**src/design/fted_pkg.sv**
```systemverilog
`timescale 1ns / 1ps

package fted_pkg;

  localparam int ADC_W      = 10;
  localparam int CIDX_W     = 5;
  localparam int COEF_W     = 16;
  localparam int SAMP_W     = 10;
  localparam int PROD_W     = 27;
  localparam int FRAC_W     = 15;
  localparam int Y_W        = 16;
  localparam int EN_W       = 31;
  localparam int VT_W       = 7;
  localparam int CFG_IDX_W  = 4;
  localparam int CFG_DATA_W = 32;

  localparam logic signed [ADC_W:0] ADC_MID = 11'sd512;

  localparam logic [EN_W-1:0] ENERGY_THR_RESET = 31'd2888640;
  localparam logic [VT_W-1:0] VOTE_THR_RESET   = 7'd70;

  localparam logic [CFG_IDX_W-1:0] REG_ENERGY_THR = 4'd0;
  localparam logic [CFG_IDX_W-1:0] REG_VOTE_THR   = 4'd1;

  typedef enum logic {
    ACT_SAMPLE = 1'b0,
    ACT_LOAD   = 1'b1
  } action_e;

  // Filter result handed from the MAC sequencer to the vote stage.
  typedef struct packed {
    logic                  valid;
    logic signed [Y_W-1:0] y;
  } fir_res_t;

endpackage

```
**src/design/fted_if.sv**
```systemverilog
`timescale 1ns / 1ps

interface fted_in_if;
  logic                                valid;
  logic                                ready;
  logic                                action;
  logic [fted_pkg::ADC_W-1:0]          adc_code;
  logic [fted_pkg::CIDX_W-1:0]         coef_index;
  logic signed [fted_pkg::COEF_W-1:0]  coef_value;

  modport source (output valid, action, adc_code, coef_index, coef_value, input ready);
  modport sink   (input valid, action, adc_code, coef_index, coef_value, output ready);
endinterface

interface fted_out_if;
  logic                               valid;
  logic                               ready;
  logic signed [fted_pkg::Y_W-1:0]    filtered;
  logic [fted_pkg::EN_W-1:0]          energy;
  logic                               above_threshold;
  logic [fted_pkg::VT_W-1:0]          vote_count;
  logic                               detected;
  logic                               detect_rose;
  logic                               detect_fell;

  modport source (output valid, filtered, energy, above_threshold, vote_count, detected,
                  detect_rose, detect_fell, input ready);
  modport sink   (input valid, filtered, energy, above_threshold, vote_count, detected,
                  detect_rose, detect_fell, output ready);
endinterface

interface fted_cfg_if;
  logic                              valid;
  logic                              ready;
  logic [fted_pkg::CFG_IDX_W-1:0]    reg_index;
  logic [fted_pkg::CFG_DATA_W-1:0]   wdata;

  modport source (output valid, reg_index, wdata, input ready);
  modport sink   (input valid, reg_index, wdata, output ready);
endinterface

```
**src/design/fted_ram.sv**
```systemverilog
`timescale 1ns / 1ps

module fted_ram #(
  parameter int WIDTH = 8,
  parameter int DEPTH = 32
) (
  input  logic                                     clk_i,
  input  logic                                     we_i,
  input  logic [((DEPTH > 1) ? $clog2(DEPTH) : 1)-1:0] waddr_i,
  input  logic [WIDTH-1:0]                         wdata_i,
  input  logic [((DEPTH > 1) ? $clog2(DEPTH) : 1)-1:0] raddr_i,
  output logic [WIDTH-1:0]                         rdata_o
);

  logic [WIDTH-1:0] mem_q [DEPTH];
  logic [WIDTH-1:0] rdata_q;

  // Read-first: a read of the address being written returns the old word.
  always_ff @(posedge clk_i) begin
    if (we_i) begin
      mem_q[waddr_i] <= wdata_i;
    end
    rdata_q <= mem_q[raddr_i];
  end

  assign rdata_o = rdata_q;

endmodule

```
**src/design/fted_fir.sv**
```systemverilog
`timescale 1ns / 1ps

module fted_fir #(
  parameter int TAPS = 32
) (
  input  logic               clk_i,
  input  logic               rst_ni,
  fted_in_if.sink            in_ch,
  output fted_pkg::fir_res_t res_o,
  input  logic               res_ready_i
);

  localparam int AW    = (TAPS > 1) ? $clog2(TAPS) : 1;
  localparam int CW    = $clog2(TAPS + 1);
  localparam int ACC_W = fted_pkg::PROD_W + CW;
  localparam int Y_W   = fted_pkg::Y_W;

  typedef enum logic [1:0] {
    ST_IDLE,
    ST_MAC,
    ST_SCALE,
    ST_HOLD
  } state_e;

  state_e                             state_q;
  logic [AW-1:0]                      wp_q;
  logic                               full_q;
  logic [TAPS-1:0]                    cvld_q;
  logic [CW-1:0]                      cnt_q;
  logic [AW-1:0]                      ridx_q;
  logic                               s1_q;
  logic                               s1_cv_q;
  logic                               s1_sv_q;
  logic                               s2_q;
  logic                               res_vld_q;
  logic signed [fted_pkg::PROD_W-1:0] prod_q;
  logic signed [ACC_W-1:0]            acc_q;
  logic signed [Y_W-1:0]              y_q;

  logic                               accept;
  logic                               is_load;
  logic                               load_ok;
  logic [AW-1:0]                      coef_addr;
  logic [AW-1:0]                      cnt_idx;
  logic [fted_pkg::ADC_W:0]           centered;
  logic [fted_pkg::COEF_W-1:0]        coef_rd;
  logic [fted_pkg::SAMP_W-1:0]        samp_rd;
  logic signed [fted_pkg::COEF_W-1:0] coef_m;
  logic signed [fted_pkg::SAMP_W-1:0] samp_m;
  logic signed [ACC_W-1:0]            shifted;
  logic [ACC_W-Y_W:0]                 hi_bits;
  logic signed [Y_W-1:0]              y_sat;

  assign in_ch.ready = (state_q == ST_IDLE);
  assign accept      = in_ch.valid && (state_q == ST_IDLE);
  assign is_load     = (in_ch.action == fted_pkg::ACT_LOAD);
  assign load_ok     = (32'(in_ch.coef_index) < 32'(TAPS));
  assign coef_addr   = AW'(in_ch.coef_index);
  assign cnt_idx     = AW'(cnt_q);
  assign centered    = $signed({1'b0, in_ch.adc_code}) - fted_pkg::ADC_MID;

  fted_ram #(
    .WIDTH (fted_pkg::COEF_W),
    .DEPTH (TAPS)
  ) u_coef_ram (
    .clk_i   (clk_i),
    .we_i    (accept && is_load && load_ok),
    .waddr_i (coef_addr),
    .wdata_i (in_ch.coef_value),
    .raddr_i (cnt_idx),
    .rdata_o (coef_rd)
  );

  fted_ram #(
    .WIDTH (fted_pkg::SAMP_W),
    .DEPTH (TAPS)
  ) u_ring_ram (
    .clk_i   (clk_i),
    .we_i    (accept && !is_load),
    .waddr_i (wp_q),
    .wdata_i (centered[fted_pkg::SAMP_W-1:0]),
    .raddr_i (ridx_q),
    .rdata_o (samp_rd)
  );

  // Entries never written since reset read as zero.
  assign coef_m = s1_cv_q ? $signed(coef_rd) : '0;
  assign samp_m = s1_sv_q ? $signed(samp_rd) : '0;

  // Floor shift, then saturate when the bits above the result are not all sign copies.
  assign shifted = acc_q >>> fted_pkg::FRAC_W;
  assign hi_bits = shifted[ACC_W-1:Y_W-1];

  always_comb begin
    y_sat = shifted[Y_W-1:0];
    if (!(&hi_bits) && (|hi_bits)) begin
      y_sat = shifted[ACC_W-1] ? {1'b1, {(Y_W-1){1'b0}}} : {1'b0, {(Y_W-1){1'b1}}};
    end
  end

  always_ff @(posedge clk_i or negedge rst_ni) begin
    if (!rst_ni) begin
      state_q   <= ST_IDLE;
      wp_q      <= '0;
      full_q    <= 1'b0;
      cvld_q    <= '0;
      cnt_q     <= '0;
      ridx_q    <= '0;
      s1_q      <= 1'b0;
      s1_cv_q   <= 1'b0;
      s1_sv_q   <= 1'b0;
      s2_q      <= 1'b0;
      res_vld_q <= 1'b0;
    end else begin
      s1_q <= (state_q == ST_MAC) && (cnt_q != CW'(TAPS));
      s2_q <= s1_q;
      unique case (state_q)
        ST_IDLE: begin
          if (in_ch.valid) begin
            if (is_load) begin
              if (load_ok) begin
                cvld_q[coef_addr] <= 1'b1;
              end
            end else begin
              state_q <= ST_MAC;
              cnt_q   <= '0;
              ridx_q  <= wp_q;
            end
          end
        end
        ST_MAC: begin
          if (cnt_q != CW'(TAPS)) begin
            s1_cv_q <= cvld_q[cnt_idx];
            s1_sv_q <= full_q || (cnt_q <= CW'(wp_q));
            cnt_q   <= cnt_q + 1'b1;
            ridx_q  <= (ridx_q == '0) ? AW'(TAPS - 1) : ridx_q - 1'b1;
          end else if (!s1_q && !s2_q) begin
            state_q <= ST_SCALE;
          end
        end
        ST_SCALE: begin
          state_q   <= ST_HOLD;
          res_vld_q <= 1'b1;
          if (wp_q == AW'(TAPS - 1)) begin
            wp_q   <= '0;
            full_q <= 1'b1;
          end else begin
            wp_q <= wp_q + 1'b1;
          end
        end
        ST_HOLD: begin
          if (res_ready_i) begin
            res_vld_q <= 1'b0;
            state_q   <= ST_IDLE;
          end
        end
        default: state_q <= ST_IDLE;
      endcase
    end
  end

  always_ff @(posedge clk_i) begin
    if (s1_q) begin
      prod_q <= coef_m * samp_m;
    end
    if (accept && !is_load) begin
      acc_q <= '0;
    end else if (s2_q) begin
      acc_q <= acc_q + ACC_W'(prod_q);
    end
    if (state_q == ST_SCALE) begin
      y_q <= y_sat;
    end
  end

  assign res_o.valid = res_vld_q;
  assign res_o.y     = y_q;

endmodule

```
**src/design/fted_vote.sv**
```systemverilog
`timescale 1ns / 1ps

module fted_vote #(
  parameter int WINDOW = 100
) (
  input  logic                         clk_i,
  input  logic                         rst_ni,
  input  fted_pkg::fir_res_t           res_i,
  output logic                         res_ready_o,
  input  logic [fted_pkg::EN_W-1:0]    energy_thr_i,
  input  logic [fted_pkg::VT_W-1:0]    vote_thr_i,
  fted_out_if.source                   out_ch
);

  localparam int VW   = (WINDOW > 1) ? $clog2(WINDOW) : 1;
  localparam int TW   = $clog2(WINDOW + 1);
  localparam int CMPW = (TW > fted_pkg::VT_W) ? TW : fted_pkg::VT_W;
  localparam int Y_W  = fted_pkg::Y_W;
  localparam int EN_W = fted_pkg::EN_W;

  typedef enum logic [1:0] {
    V_IDLE,
    V_SQ,
    V_EMIT
  } state_e;

  state_e                  state_q;
  logic [VW-1:0]           vp_q;
  logic                    full_q;
  logic [TW-1:0]           total_q;
  logic                    prev_q;
  logic                    out_vld_q;
  logic signed [Y_W-1:0]   y_q;
  logic [EN_W-1:0]         energy_q;
  logic                    old_q;
  logic signed [Y_W-1:0]   filtered_q;
  logic [EN_W-1:0]         out_energy_q;
  logic                    above_q;
  logic [fted_pkg::VT_W-1:0] count_q;
  logic                    det_q;
  logic                    rose_q;
  logic                    fell_q;

  logic                    emit;
  logic                    pass;
  logic [TW-1:0]           total_d;
  logic                    det;
  logic signed [2*Y_W-1:0] sq;
  logic [0:0]              vote_rd;

  assign res_ready_o = (state_q == V_IDLE);
  assign emit        = (state_q == V_EMIT) && (!out_vld_q || out_ch.ready);
  assign sq          = y_q * y_q;
  assign pass        = (energy_q > energy_thr_i);
  assign total_d     = total_q - TW'(old_q) + TW'(pass);
  assign det         = (CMPW'(total_d) > CMPW'(vote_thr_i));

  // The window fills in pointer order, so the slot under the pointer holds a
  // written bit only once the pointer has wrapped.
  fted_ram #(
    .WIDTH (1),
    .DEPTH (WINDOW)
  ) u_vote_ram (
    .clk_i   (clk_i),
    .we_i    (emit),
    .waddr_i (vp_q),
    .wdata_i (pass),
    .raddr_i (vp_q),
    .rdata_o (vote_rd)
  );

  always_ff @(posedge clk_i or negedge rst_ni) begin
    if (!rst_ni) begin
      state_q   <= V_IDLE;
      vp_q      <= '0;
      full_q    <= 1'b0;
      total_q   <= '0;
      prev_q    <= 1'b0;
      out_vld_q <= 1'b0;
    end else begin
      if (emit) begin
        out_vld_q <= 1'b1;
      end else if (out_ch.ready) begin
        out_vld_q <= 1'b0;
      end
      unique case (state_q)
        V_IDLE: begin
          if (res_i.valid) begin
            state_q <= V_SQ;
          end
        end
        V_SQ: state_q <= V_EMIT;
        V_EMIT: begin
          if (emit) begin
            state_q   <= V_IDLE;
            total_q   <= total_d;
            prev_q    <= det;
            if (vp_q == VW'(WINDOW - 1)) begin
              vp_q   <= '0;
              full_q <= 1'b1;
            end else begin
              vp_q <= vp_q + 1'b1;
            end
          end
        end
        default: state_q <= V_IDLE;
      endcase
    end
  end

  always_ff @(posedge clk_i) begin
    if (state_q == V_IDLE && res_i.valid) begin
      y_q <= res_i.y;
    end
    if (state_q == V_SQ) begin
      energy_q <= sq[EN_W-1:0];
      old_q    <= vote_rd[0] && full_q;
    end
    if (emit) begin
      filtered_q   <= y_q;
      out_energy_q <= energy_q;
      above_q      <= pass;
      count_q      <= fted_pkg::VT_W'(total_d);
      det_q        <= det;
      rose_q       <= det && !prev_q;
      fell_q       <= !det && prev_q;
    end
  end

  assign out_ch.valid           = out_vld_q;
  assign out_ch.filtered        = filtered_q;
  assign out_ch.energy          = out_energy_q;
  assign out_ch.above_threshold = above_q;
  assign out_ch.vote_count      = count_q;
  assign out_ch.detected        = det_q;
  assign out_ch.detect_rose     = rose_q;
  assign out_ch.detect_fell     = fell_q;

endmodule

```
**src/design/fir_tone_energy_detector.sv**
```systemverilog
`timescale 1ns / 1ps

// Tone detector: a TAPS-tap FIR filter over centered converter codes, the
// square of its output against an energy threshold, and a vote over the last
// WINDOW pass bits.
// in_ch carries one request per item: a load request (action high) writes one
// Q1.15 coefficient and yields no result; a sample request
// produces exactly one result on out_ch. cfg_ch writes the energy threshold
// (index 0) or the vote threshold (index 1) and is always ready; write it
// only while no sample is in flight.
// A sample runs one multiply-accumulate per tap through the coefficient and
// sample memories, one tap per cycle; in_ch takes no new request until the
// vote stage has taken the sample's result.
// A finished result waits in an output register while the next sample is
// already filtered; if the receiver stalls longer, the filter holds its result
// and in_ch stays low until a slot opens.
// Reset clears the thresholds to their defaults, and all coefficients, delay
// samples and vote bits read as zero until written; no clearing pass is needed.

module fir_tone_energy_detector #(
  parameter int TAPS   = 32,
  parameter int WINDOW = 100
) (
  input  logic       clk_i,
  input  logic       rst_ni,
  fted_in_if.sink    in_ch,
  fted_out_if.source out_ch,
  fted_cfg_if.sink   cfg_ch
);

  logic [fted_pkg::EN_W-1:0] energy_thr_q;
  logic [fted_pkg::VT_W-1:0] vote_thr_q;
  fted_pkg::fir_res_t        fir_res;
  logic                      fir_res_ready;

  assign cfg_ch.ready = 1'b1;

  always_ff @(posedge clk_i or negedge rst_ni) begin
    if (!rst_ni) begin
      energy_thr_q <= fted_pkg::ENERGY_THR_RESET;
      vote_thr_q   <= fted_pkg::VOTE_THR_RESET;
    end else if (cfg_ch.valid) begin
      unique case (cfg_ch.reg_index)
        fted_pkg::REG_ENERGY_THR: energy_thr_q <= cfg_ch.wdata[fted_pkg::EN_W-1:0];
        fted_pkg::REG_VOTE_THR:   vote_thr_q   <= cfg_ch.wdata[fted_pkg::VT_W-1:0];
        default: ;
      endcase
    end
  end

  fted_fir #(
    .TAPS (TAPS)
  ) u_fir (
    .clk_i       (clk_i),
    .rst_ni      (rst_ni),
    .in_ch       (in_ch),
    .res_o       (fir_res),
    .res_ready_i (fir_res_ready)
  );

  fted_vote #(
    .WINDOW (WINDOW)
  ) u_vote (
    .clk_i        (clk_i),
    .rst_ni       (rst_ni),
    .res_i        (fir_res),
    .res_ready_o  (fir_res_ready),
    .energy_thr_i (energy_thr_q),
    .vote_thr_i   (vote_thr_q),
    .out_ch       (out_ch)
  );

endmodule

```
**src/flat_wrapper.sv**
```systemverilog
// flat-port wrapper written by rule: the top's interface ports become plain ports
module fir_tone_energy_detector_flat 
#(
  parameter int TAPS   = 32,
  parameter int WINDOW = 100
)
  (clk_i, rst_ni, in_ch_valid, in_ch_action, in_ch_adc_code, in_ch_coef_index, in_ch_coef_value, in_ch_ready, out_ch_valid, out_ch_filtered, out_ch_energy, out_ch_above_threshold, out_ch_vote_count, out_ch_detected, out_ch_detect_rose, out_ch_detect_fell, out_ch_ready, cfg_ch_valid, cfg_ch_reg_index, cfg_ch_wdata, cfg_ch_ready);
  fted_in_if in_ch_i ();
  fted_out_if out_ch_i ();
  fted_cfg_if cfg_ch_i ();
  input  logic clk_i;
  input  logic rst_ni;
  input wire logic [$bits(in_ch_i.valid)-1:0] in_ch_valid;
  input wire logic [$bits(in_ch_i.action)-1:0] in_ch_action;
  input wire logic [$bits(in_ch_i.adc_code)-1:0] in_ch_adc_code;
  input wire logic [$bits(in_ch_i.coef_index)-1:0] in_ch_coef_index;
  input wire logic [$bits(in_ch_i.coef_value)-1:0] in_ch_coef_value;
  output wire logic [$bits(in_ch_i.ready)-1:0] in_ch_ready;
  output wire logic [$bits(out_ch_i.valid)-1:0] out_ch_valid;
  output wire logic [$bits(out_ch_i.filtered)-1:0] out_ch_filtered;
  output wire logic [$bits(out_ch_i.energy)-1:0] out_ch_energy;
  output wire logic [$bits(out_ch_i.above_threshold)-1:0] out_ch_above_threshold;
  output wire logic [$bits(out_ch_i.vote_count)-1:0] out_ch_vote_count;
  output wire logic [$bits(out_ch_i.detected)-1:0] out_ch_detected;
  output wire logic [$bits(out_ch_i.detect_rose)-1:0] out_ch_detect_rose;
  output wire logic [$bits(out_ch_i.detect_fell)-1:0] out_ch_detect_fell;
  input wire logic [$bits(out_ch_i.ready)-1:0] out_ch_ready;
  input wire logic [$bits(cfg_ch_i.valid)-1:0] cfg_ch_valid;
  input wire logic [$bits(cfg_ch_i.reg_index)-1:0] cfg_ch_reg_index;
  input wire logic [$bits(cfg_ch_i.wdata)-1:0] cfg_ch_wdata;
  output wire logic [$bits(cfg_ch_i.ready)-1:0] cfg_ch_ready;
  assign in_ch_i.valid = in_ch_valid;
  assign in_ch_i.action = in_ch_action;
  assign in_ch_i.adc_code = in_ch_adc_code;
  assign in_ch_i.coef_index = in_ch_coef_index;
  assign in_ch_i.coef_value = in_ch_coef_value;
  assign in_ch_ready = in_ch_i.ready;
  assign out_ch_valid = out_ch_i.valid;
  assign out_ch_filtered = out_ch_i.filtered;
  assign out_ch_energy = out_ch_i.energy;
  assign out_ch_above_threshold = out_ch_i.above_threshold;
  assign out_ch_vote_count = out_ch_i.vote_count;
  assign out_ch_detected = out_ch_i.detected;
  assign out_ch_detect_rose = out_ch_i.detect_rose;
  assign out_ch_detect_fell = out_ch_i.detect_fell;
  assign out_ch_i.ready = out_ch_ready;
  assign cfg_ch_i.valid = cfg_ch_valid;
  assign cfg_ch_i.reg_index = cfg_ch_reg_index;
  assign cfg_ch_i.wdata = cfg_ch_wdata;
  assign cfg_ch_ready = cfg_ch_i.ready;
  fir_tone_energy_detector #(.TAPS(TAPS), .WINDOW(WINDOW)) u_core (.clk_i(clk_i), .rst_ni(rst_ni), .in_ch(in_ch_i), .out_ch(out_ch_i), .cfg_ch(cfg_ch_i));
endmodule
```
**config.mk**
```make
export PLATFORM = sky130hd
export DESIGN_NAME = fir_tone_energy_detector_flat
export DESIGN_NICKNAME = d
export VERILOG_FILES = /design/src/design/fted_pkg.sv /design/src/design/fted_if.sv /design/src/design/fted_ram.sv /design/src/design/fted_fir.sv /design/src/design/fted_vote.sv /design/src/design/fir_tone_energy_detector.sv /design/src/flat_wrapper.sv
export SDC_FILE = /design/constraint.sdc
export NUM_CORES = 2
export LEC_CHECK = 0
export BUFFER_PORTS_ARGS = -buffer_cell sky130_fd_sc_hd__buf_2
export CORE_MARGIN = 4
export CORE_UTILIZATION = 45
export DETAILED_ROUTE_END_ITERATION = 6
export HOLD_SLACK_MARGIN = 0.08
export PLACE_DENSITY = 0.65
export SYNTH_ARGS = -nofsm -noshare
export SYNTH_HDL_FRONTEND = slang
export SYNTH_SLANG_ARGS = --single-unit
export TNS_END_PERCENT = 30
```
**constraint.sdc**
```tcl
create_clock -name clk_i -period 9.04 [get_ports clk_i]
set_input_delay 1.808 -clock clk_i [delete_from_list [all_inputs] [get_ports clk_i]]
set_output_delay 1.808 -clock clk_i [all_outputs]
set_load 0.02 [all_outputs]
```
Word-level counts from Yosys, hierarchy flattened. Memory sizes are Yosys's and may differ from the RTL's. A register that Yosys moved wholly into a read port is not among the register bits. Cells that the tools add are included. W data, S select, Z words.

Register bits: 294. RAM bits: 932. Input bits: 73. Output and inout port bits: 61. Word-level logic and storage cells: 148. Memories: 3.

Add/sub/neg operators: 8. Multiply operators: 2. Magnitude comparators: 6. Equal/unequal tests: 17. Muxes and demuxes: 38. Bitwise logic cells: 1. Reduce and logical (&&, ||, !) cells: 41.

Memories: u_core.u_fir.u_coef_ram.mem_q (depth 32, width 16, rd ports 1, clocked after memory_dff 1, wr ports 1, RTL line fted_ram.sv:15) `logic [WIDTH-1:0] mem_q [DEPTH];`; u_core.u_fir.u_ring_ram.mem_q (depth 32, width 10, rd ports 1, clocked after memory_dff 1, wr ports 1, RTL line fted_ram.sv:15); u_core.u_vote.u_vote_ram.mem_q (depth 100, width 1, rd ports 1, clocked after memory_dff 1, wr ports 1, RTL line fted_ram.sv:15).

Operators with widths (number): $mux W16 (3); $add A33 B26 Y33 (1); $or A32 B32 Y32 (1); $gt A31 B31 Y1 (1); $mul A16 B16 Y31 (1); $mul A16 B10 Y26 (1); $mux W5 (5); $mux W6 (3); $mux W2 (7); $reduce_and A2 Y1 (7); $logic_and A1 B1 Y1 (12); $lt A5 B6 Y1 const B (2); $pmux W6 S2 (1); $mux W1 (11); $mux W10 (1); $ne A2 B2 Y1 const B (5); $pmux W5 S2 (1); $sub A10 B10 Y10 const B (1); $reduce_and A3 Y1 (3); $pmux W2 S4 (1); $add A7 B1 Y7 (1); $add A7 B1 Y7 const B (1); $eq A7 B7 Y1 const B (1); $gt A7 B7 Y1 (1); 26 further kinds (41).

Depth between registers and ports, before layout.
Depth in word-level cells: 5. Mapped depth: 27. Mapped depth without buffers: 27.

Hierarchy. From an unflattened synthesis, not the netlist that was laid out.

Cell total of the unflattened synthesis: 5025. Area total of the unflattened synthesis: 66491.3 um^2.

By module, submodules not included: fted_ram at u_core.u_fir.u_coef_ram (instances 1, cells each 1143, area each 20534.7 um^2, sequential area each 15695.1 um^2); fted_vote (instances 1, cells each 1335, area each 13967.1 um^2, sequential area each 3598.5 um^2); fted_ram at u_core.u_fir.u_ring_ram (instances 1, cells each 733, area each 12993.7 um^2, sequential area each 9809.4 um^2); fted_fir (instances 1, cells each 1396, area each 12944.9 um^2, sequential area each 3323.2 um^2); fted_ram at u_core.u_vote.u_vote_ram (instances 1, cells each 333, area each 4554.4 um^2, sequential area each 3022.9 um^2); fir_tone_energy_detector (instances 1, cells each 85, area each 1496.4 um^2, sequential area each 964.7 um^2).

Worst setup path before layout. OpenSTA, ideal clock, no wires.

Kind: register to register. Start: reg u_core.u_vote.y_q[15]. End: reg u_core.u_vote.energy_q[30] (data pin). Setup time: 0.259 ns. Arrival time: 5.890 ns. Required time: 8.781 ns. Setup slack: 2.891 ns. Cell stages (with the launch flop): 24. Path buffers: 1. Clock period less this slack: 6.149 ns. Cells stage by stage: edfxtp_1 inv_1 clkbuf_1 nor2_1 fa_1 inv_1 fa_1 inv_1 fa_1 fa_1 fa_1 inv_1 fa_1 inv_1 ha_1 nand2_1 nor3_1 nand3_1 o21ai_1 a41oi_2 a21oi_1 a211oi_2 a21oi_1 xnor2_1.

Word-level cells in the longest chain between the ends: 1.

Ends and longest elaborated chain: start: declaration (RTL line fted_vote.sv:33) `logic signed [Y_W-1:0] y_q;`; start signal: assignment (RTL line fted_vote.sv:113) `y_q <= res_i.y;`; $mul A16 B16 Y31 (RTL line fted_vote.sv:53) `assign sq = y_q * y_q;`; via u_core.u_vote.sq[30] (RTL line fted_vote.sv:48) `logic signed [2*Y_W-1:0] sq;`; end signal: assignment (RTL line fted_vote.sv:116) `energy_q <= sq[EN_W-1:0];`; end: declaration (RTL line fted_vote.sv:34) `logic [EN_W-1:0] energy_q;`.

The timed path passes the listed nets, and every way through them passes these cells. A chain may end at the register's enable or synchronous reset.

Final worst setup path.
Start: reg u_core.u_vote.y_q[3]. End: reg u_core.u_vote.energy_q[30] (data pin).

Same word-level chain as after synthesis.

==> results.json <==
{
  "layout_common_cells": "1078 x edfxtp_1, 590 x inv_1, 373 x fa_1",
  "synth.area.top_cells": "edfxtp_1 50%, fa_1 12%, mux4_2 10%, ha_1 4.6%, dfrtp_1 3.9%",
  "grt_setup_unrepaired": "false",
  "gp_congestion": 0.875,
  "clock_skew_ps": 44.1,
  "ys_warn_count": 0,
  "utilization_pct": 50.9,
  "vias": 35000,
  "postCtsResizedCells": 0,
  "grt_max_degree": 107,
  "netlist_instances": 4435,
  "cts_max_level": 4,
  "routedWlPerCell_um": 20.6,
  "worstPathRequired_ps": 9550,
  "grtUsageTotal_pct": 18.3,
  "stdcell_area_sq_mm": 0.0724,
  "wl_met2_um": 68400,
  "drv_cap": 0,
  "core-area_sq_mm": 0.142,
  "layout-drive-gt1-share_pct": 17.9,
  "synth-async-reset-ratio_pct": 9.03,
  "routed_wl_um": 136000,
  "synthDistinctLibCells": 88,
  "vias_per_cell": 5.30,
  "synth_top_area_cell": "edfxtp_1",
  "endpoint_kind": "register",
  "post_dp_cell_area_sq_mm": 0.0677,
  "cts.path.max_buffers": 3,
  "slew_viol_final": 0,
  "grt_pass1_vias": 37100,
  "drtIter0Drc": 2255,
  "ys.flop_type": "edfxtp_1",
  "cts_setup_buffers": 0,
  "synth-edff-count": 1078,
  "dieArea_sq_mm": 0.150,
  "status": "completed",
  "relSlewSlack_pct": 20.2,
  "syn_area_per_cell_sq_um": 14.6,
  "highest_layer": "met5",
  "drc_errors": 0,
  "ys_ff_latch": 1251,
  "grt_pass1_wl_um": 215000,
  "path_class": "reg -> reg",
  "cts_sinks": 1251,
  "final.period_utilization_pct": 76.3,
  "wl_met1_um": 57400,
  "final_nets": 5281,
  "dp_hpwl_um": 91000,
  "setup_viol": 0,
  "cp-start-kind": "register",
  "overflow": 0,
  "clk_latency_ps": 780,
  "postRouteAntennaNets": 0,
  "tns_ps": 0,
  "cts-root-buf": "clkbuf_16",
  "drtPass1Iterations": 5,
  "hp-class": "reg -> reg",
  "fp.dieW_um": 387,
  "rows": 138,
  "worstMarginPinSlew_ps": 1190,
  "clkTransAtPathRegs_ps": 60,
  "cp_max_fo": 16,
  "synth_top_cell_area_share_pct": 50.0,
  "portBuffers": 130,
  "cts_tree": "built",
  "seq_area_frac_synth_pct": 56.2,
  "ff2ff_setup_slack_ps": 2140,
  "cts_buffers": 135,
  "fmax_ghz": 0.145,
  "netlist_area_sq_mm": 0.0648,
  "hold_violations": 0,
  "antenna_found_initial": 8,
  "syn2layout_area_growth_pct": 11.7,
  "period_needed_ps": 6900,
  "cp.arrival_ps": 7410,
  "hold_buffers": 0,
  "layout_commonest_cell": "edfxtp_1",
  "initial_utilization_pct": 45.5,
  "syn_nets": 5119,
  "met3WireLength_um": 6080,
  "die_h_um": 387,
  "io_pins": 134
}
through the flow:
stage                     worst slack (ps)  hold WS [ps]  instances
final                                 2140           417       6602
after global routing                  1770           422       6602
after CTS                             2100           418       6600
after detailed placement              2100           405       6350
after global placement                2100           400       6350
after floorplan                       2890           400       4435
flip-flops by register name (all words and copies together), names as in the netlist, 6 cells and up:
| name | flops |
|---|---|
| u_core.u_vote.out_ch.energy | 30 |
| u_core.u_fir.acc_q | 33 |
| u_core.u_fir.u_ring_ram.rdata_o | 10 |
| u_core.u_fir.cnt_q | 6 |
| u_core.u_vote.out_ch.vote_count | 7 |
| u_core.u_fir.prod_q | 26 |
| u_core.u_fir.u_coef_ram.rdata_o | 16 |
| u_core.vote_thr_q | 7 |
| u_core.u_vote.u_vote_ram.mem_q | 100 |
| u_core.u_vote.out_ch.filtered | 16 |
| u_core.u_vote.vp_q | 7 |
| u_core.u_fir.u_coef_ram.mem_q | 512 |
| u_core.u_vote.energy_q | 30 |
| u_core.u_vote.y_q | 16 |
| u_core.u_fir.u_ring_ram.mem_q | 320 |
| u_core.u_fir.y_q | 16 |
| u_core.u_vote.total_q | 7 |
| u_core.u_fir.cvld_q | 32 |
| u_core.energy_thr_q | 31 |
critical path: stages, from the launching register on:
cell and delay (ps):
edfxtp_1 760, inv_1 340, nor2_1 250, ha_1 290, xor2_1 190, fa_1 530, fa_1 530, inv_1 60
fa_1 490, fa_1 490, inv_1 50, fa_1 470, inv_1 40, ha_1 330, inv_1 70, nor3_1 320
nand3_1 110, o21ai_1 340, a41oi_2 230, a21oi_1 340, a211oi_2 150, a21oi_1 200, xnor2_1 90
cells by family after synthesis:
family                     after synthesis  synth area share [%]
muxes                                  357                  11.1
buffers and inverters                  762                  4.52
AOI/OAI and AO/OA                      403                  4.11
DFF                                   1251                  56.2
and+or+nand+nor                        943                  6.46
adders and majority gates              611                  16.1
other                                    2                0.0116
xor gates and xnor gates               106                  1.43
cell type report:
class | instances | area, sq um
Inverter | 592 | 2220
Tap cell | 1890 | 2360
Fill cell | 11900 | 69900
Clock inverter | 83 | 1090
Multi-Input combinational cell | 2422 | 25600
Timing Repair Buffer | 195 | 1150
Sequential cell | 1251 | 36400
Clock buffer | 167 | 3570
Antenna cell | 2 | 5.00
final timing paths:
check                      depth (start not counted)                    endpoint                  from
setup / recovery                                  22  u_core.u_vote.energy_q[30]  u_core.u_vote.y_q[3]
hold / removal                                     0        u_core.u_vote.y_q[8]   u_core.u_fir.y_q[8]
setup reg to reg                                  22  u_core.u_vote.energy_q[30]  u_core.u_vote.y_q[3]
hold reg to reg                                    0        u_core.u_vote.y_q[8]   u_core.u_fir.y_q[8]
max in group asynchronous                          2      u_core.u_fir.ridx_q[0]                rst_ni
min in group asynchronous                          1    u_core.u_vote.total_q[6]                rst_ni
metal layers:
layer / vias to the layer above / track usage (%)
met5: - / 0
met4: 4 / 6.03
met1: 17900 / 24.0
li1: 16000 / -
met3: 227 / 2.72
met2: 822 / 31.6
cell usage after synthesis (60+ instances only):
library cell and instances:
inv_1 591, xnor2_1 81, nor2_1 383, a21oi_1 118, nand2_1 279, ha_1 238
mux4_2 287, nand3_1 64, o21ai_0 98, dfxtp_1 60, dfrtp_1 102, fa_1 373
clkbuf_1 127, edfxtp_1 1078, and2_1 64
Power is not shown: default switching activity piles up to over one toggle a cycle in this logic, so the estimate is an artifact.
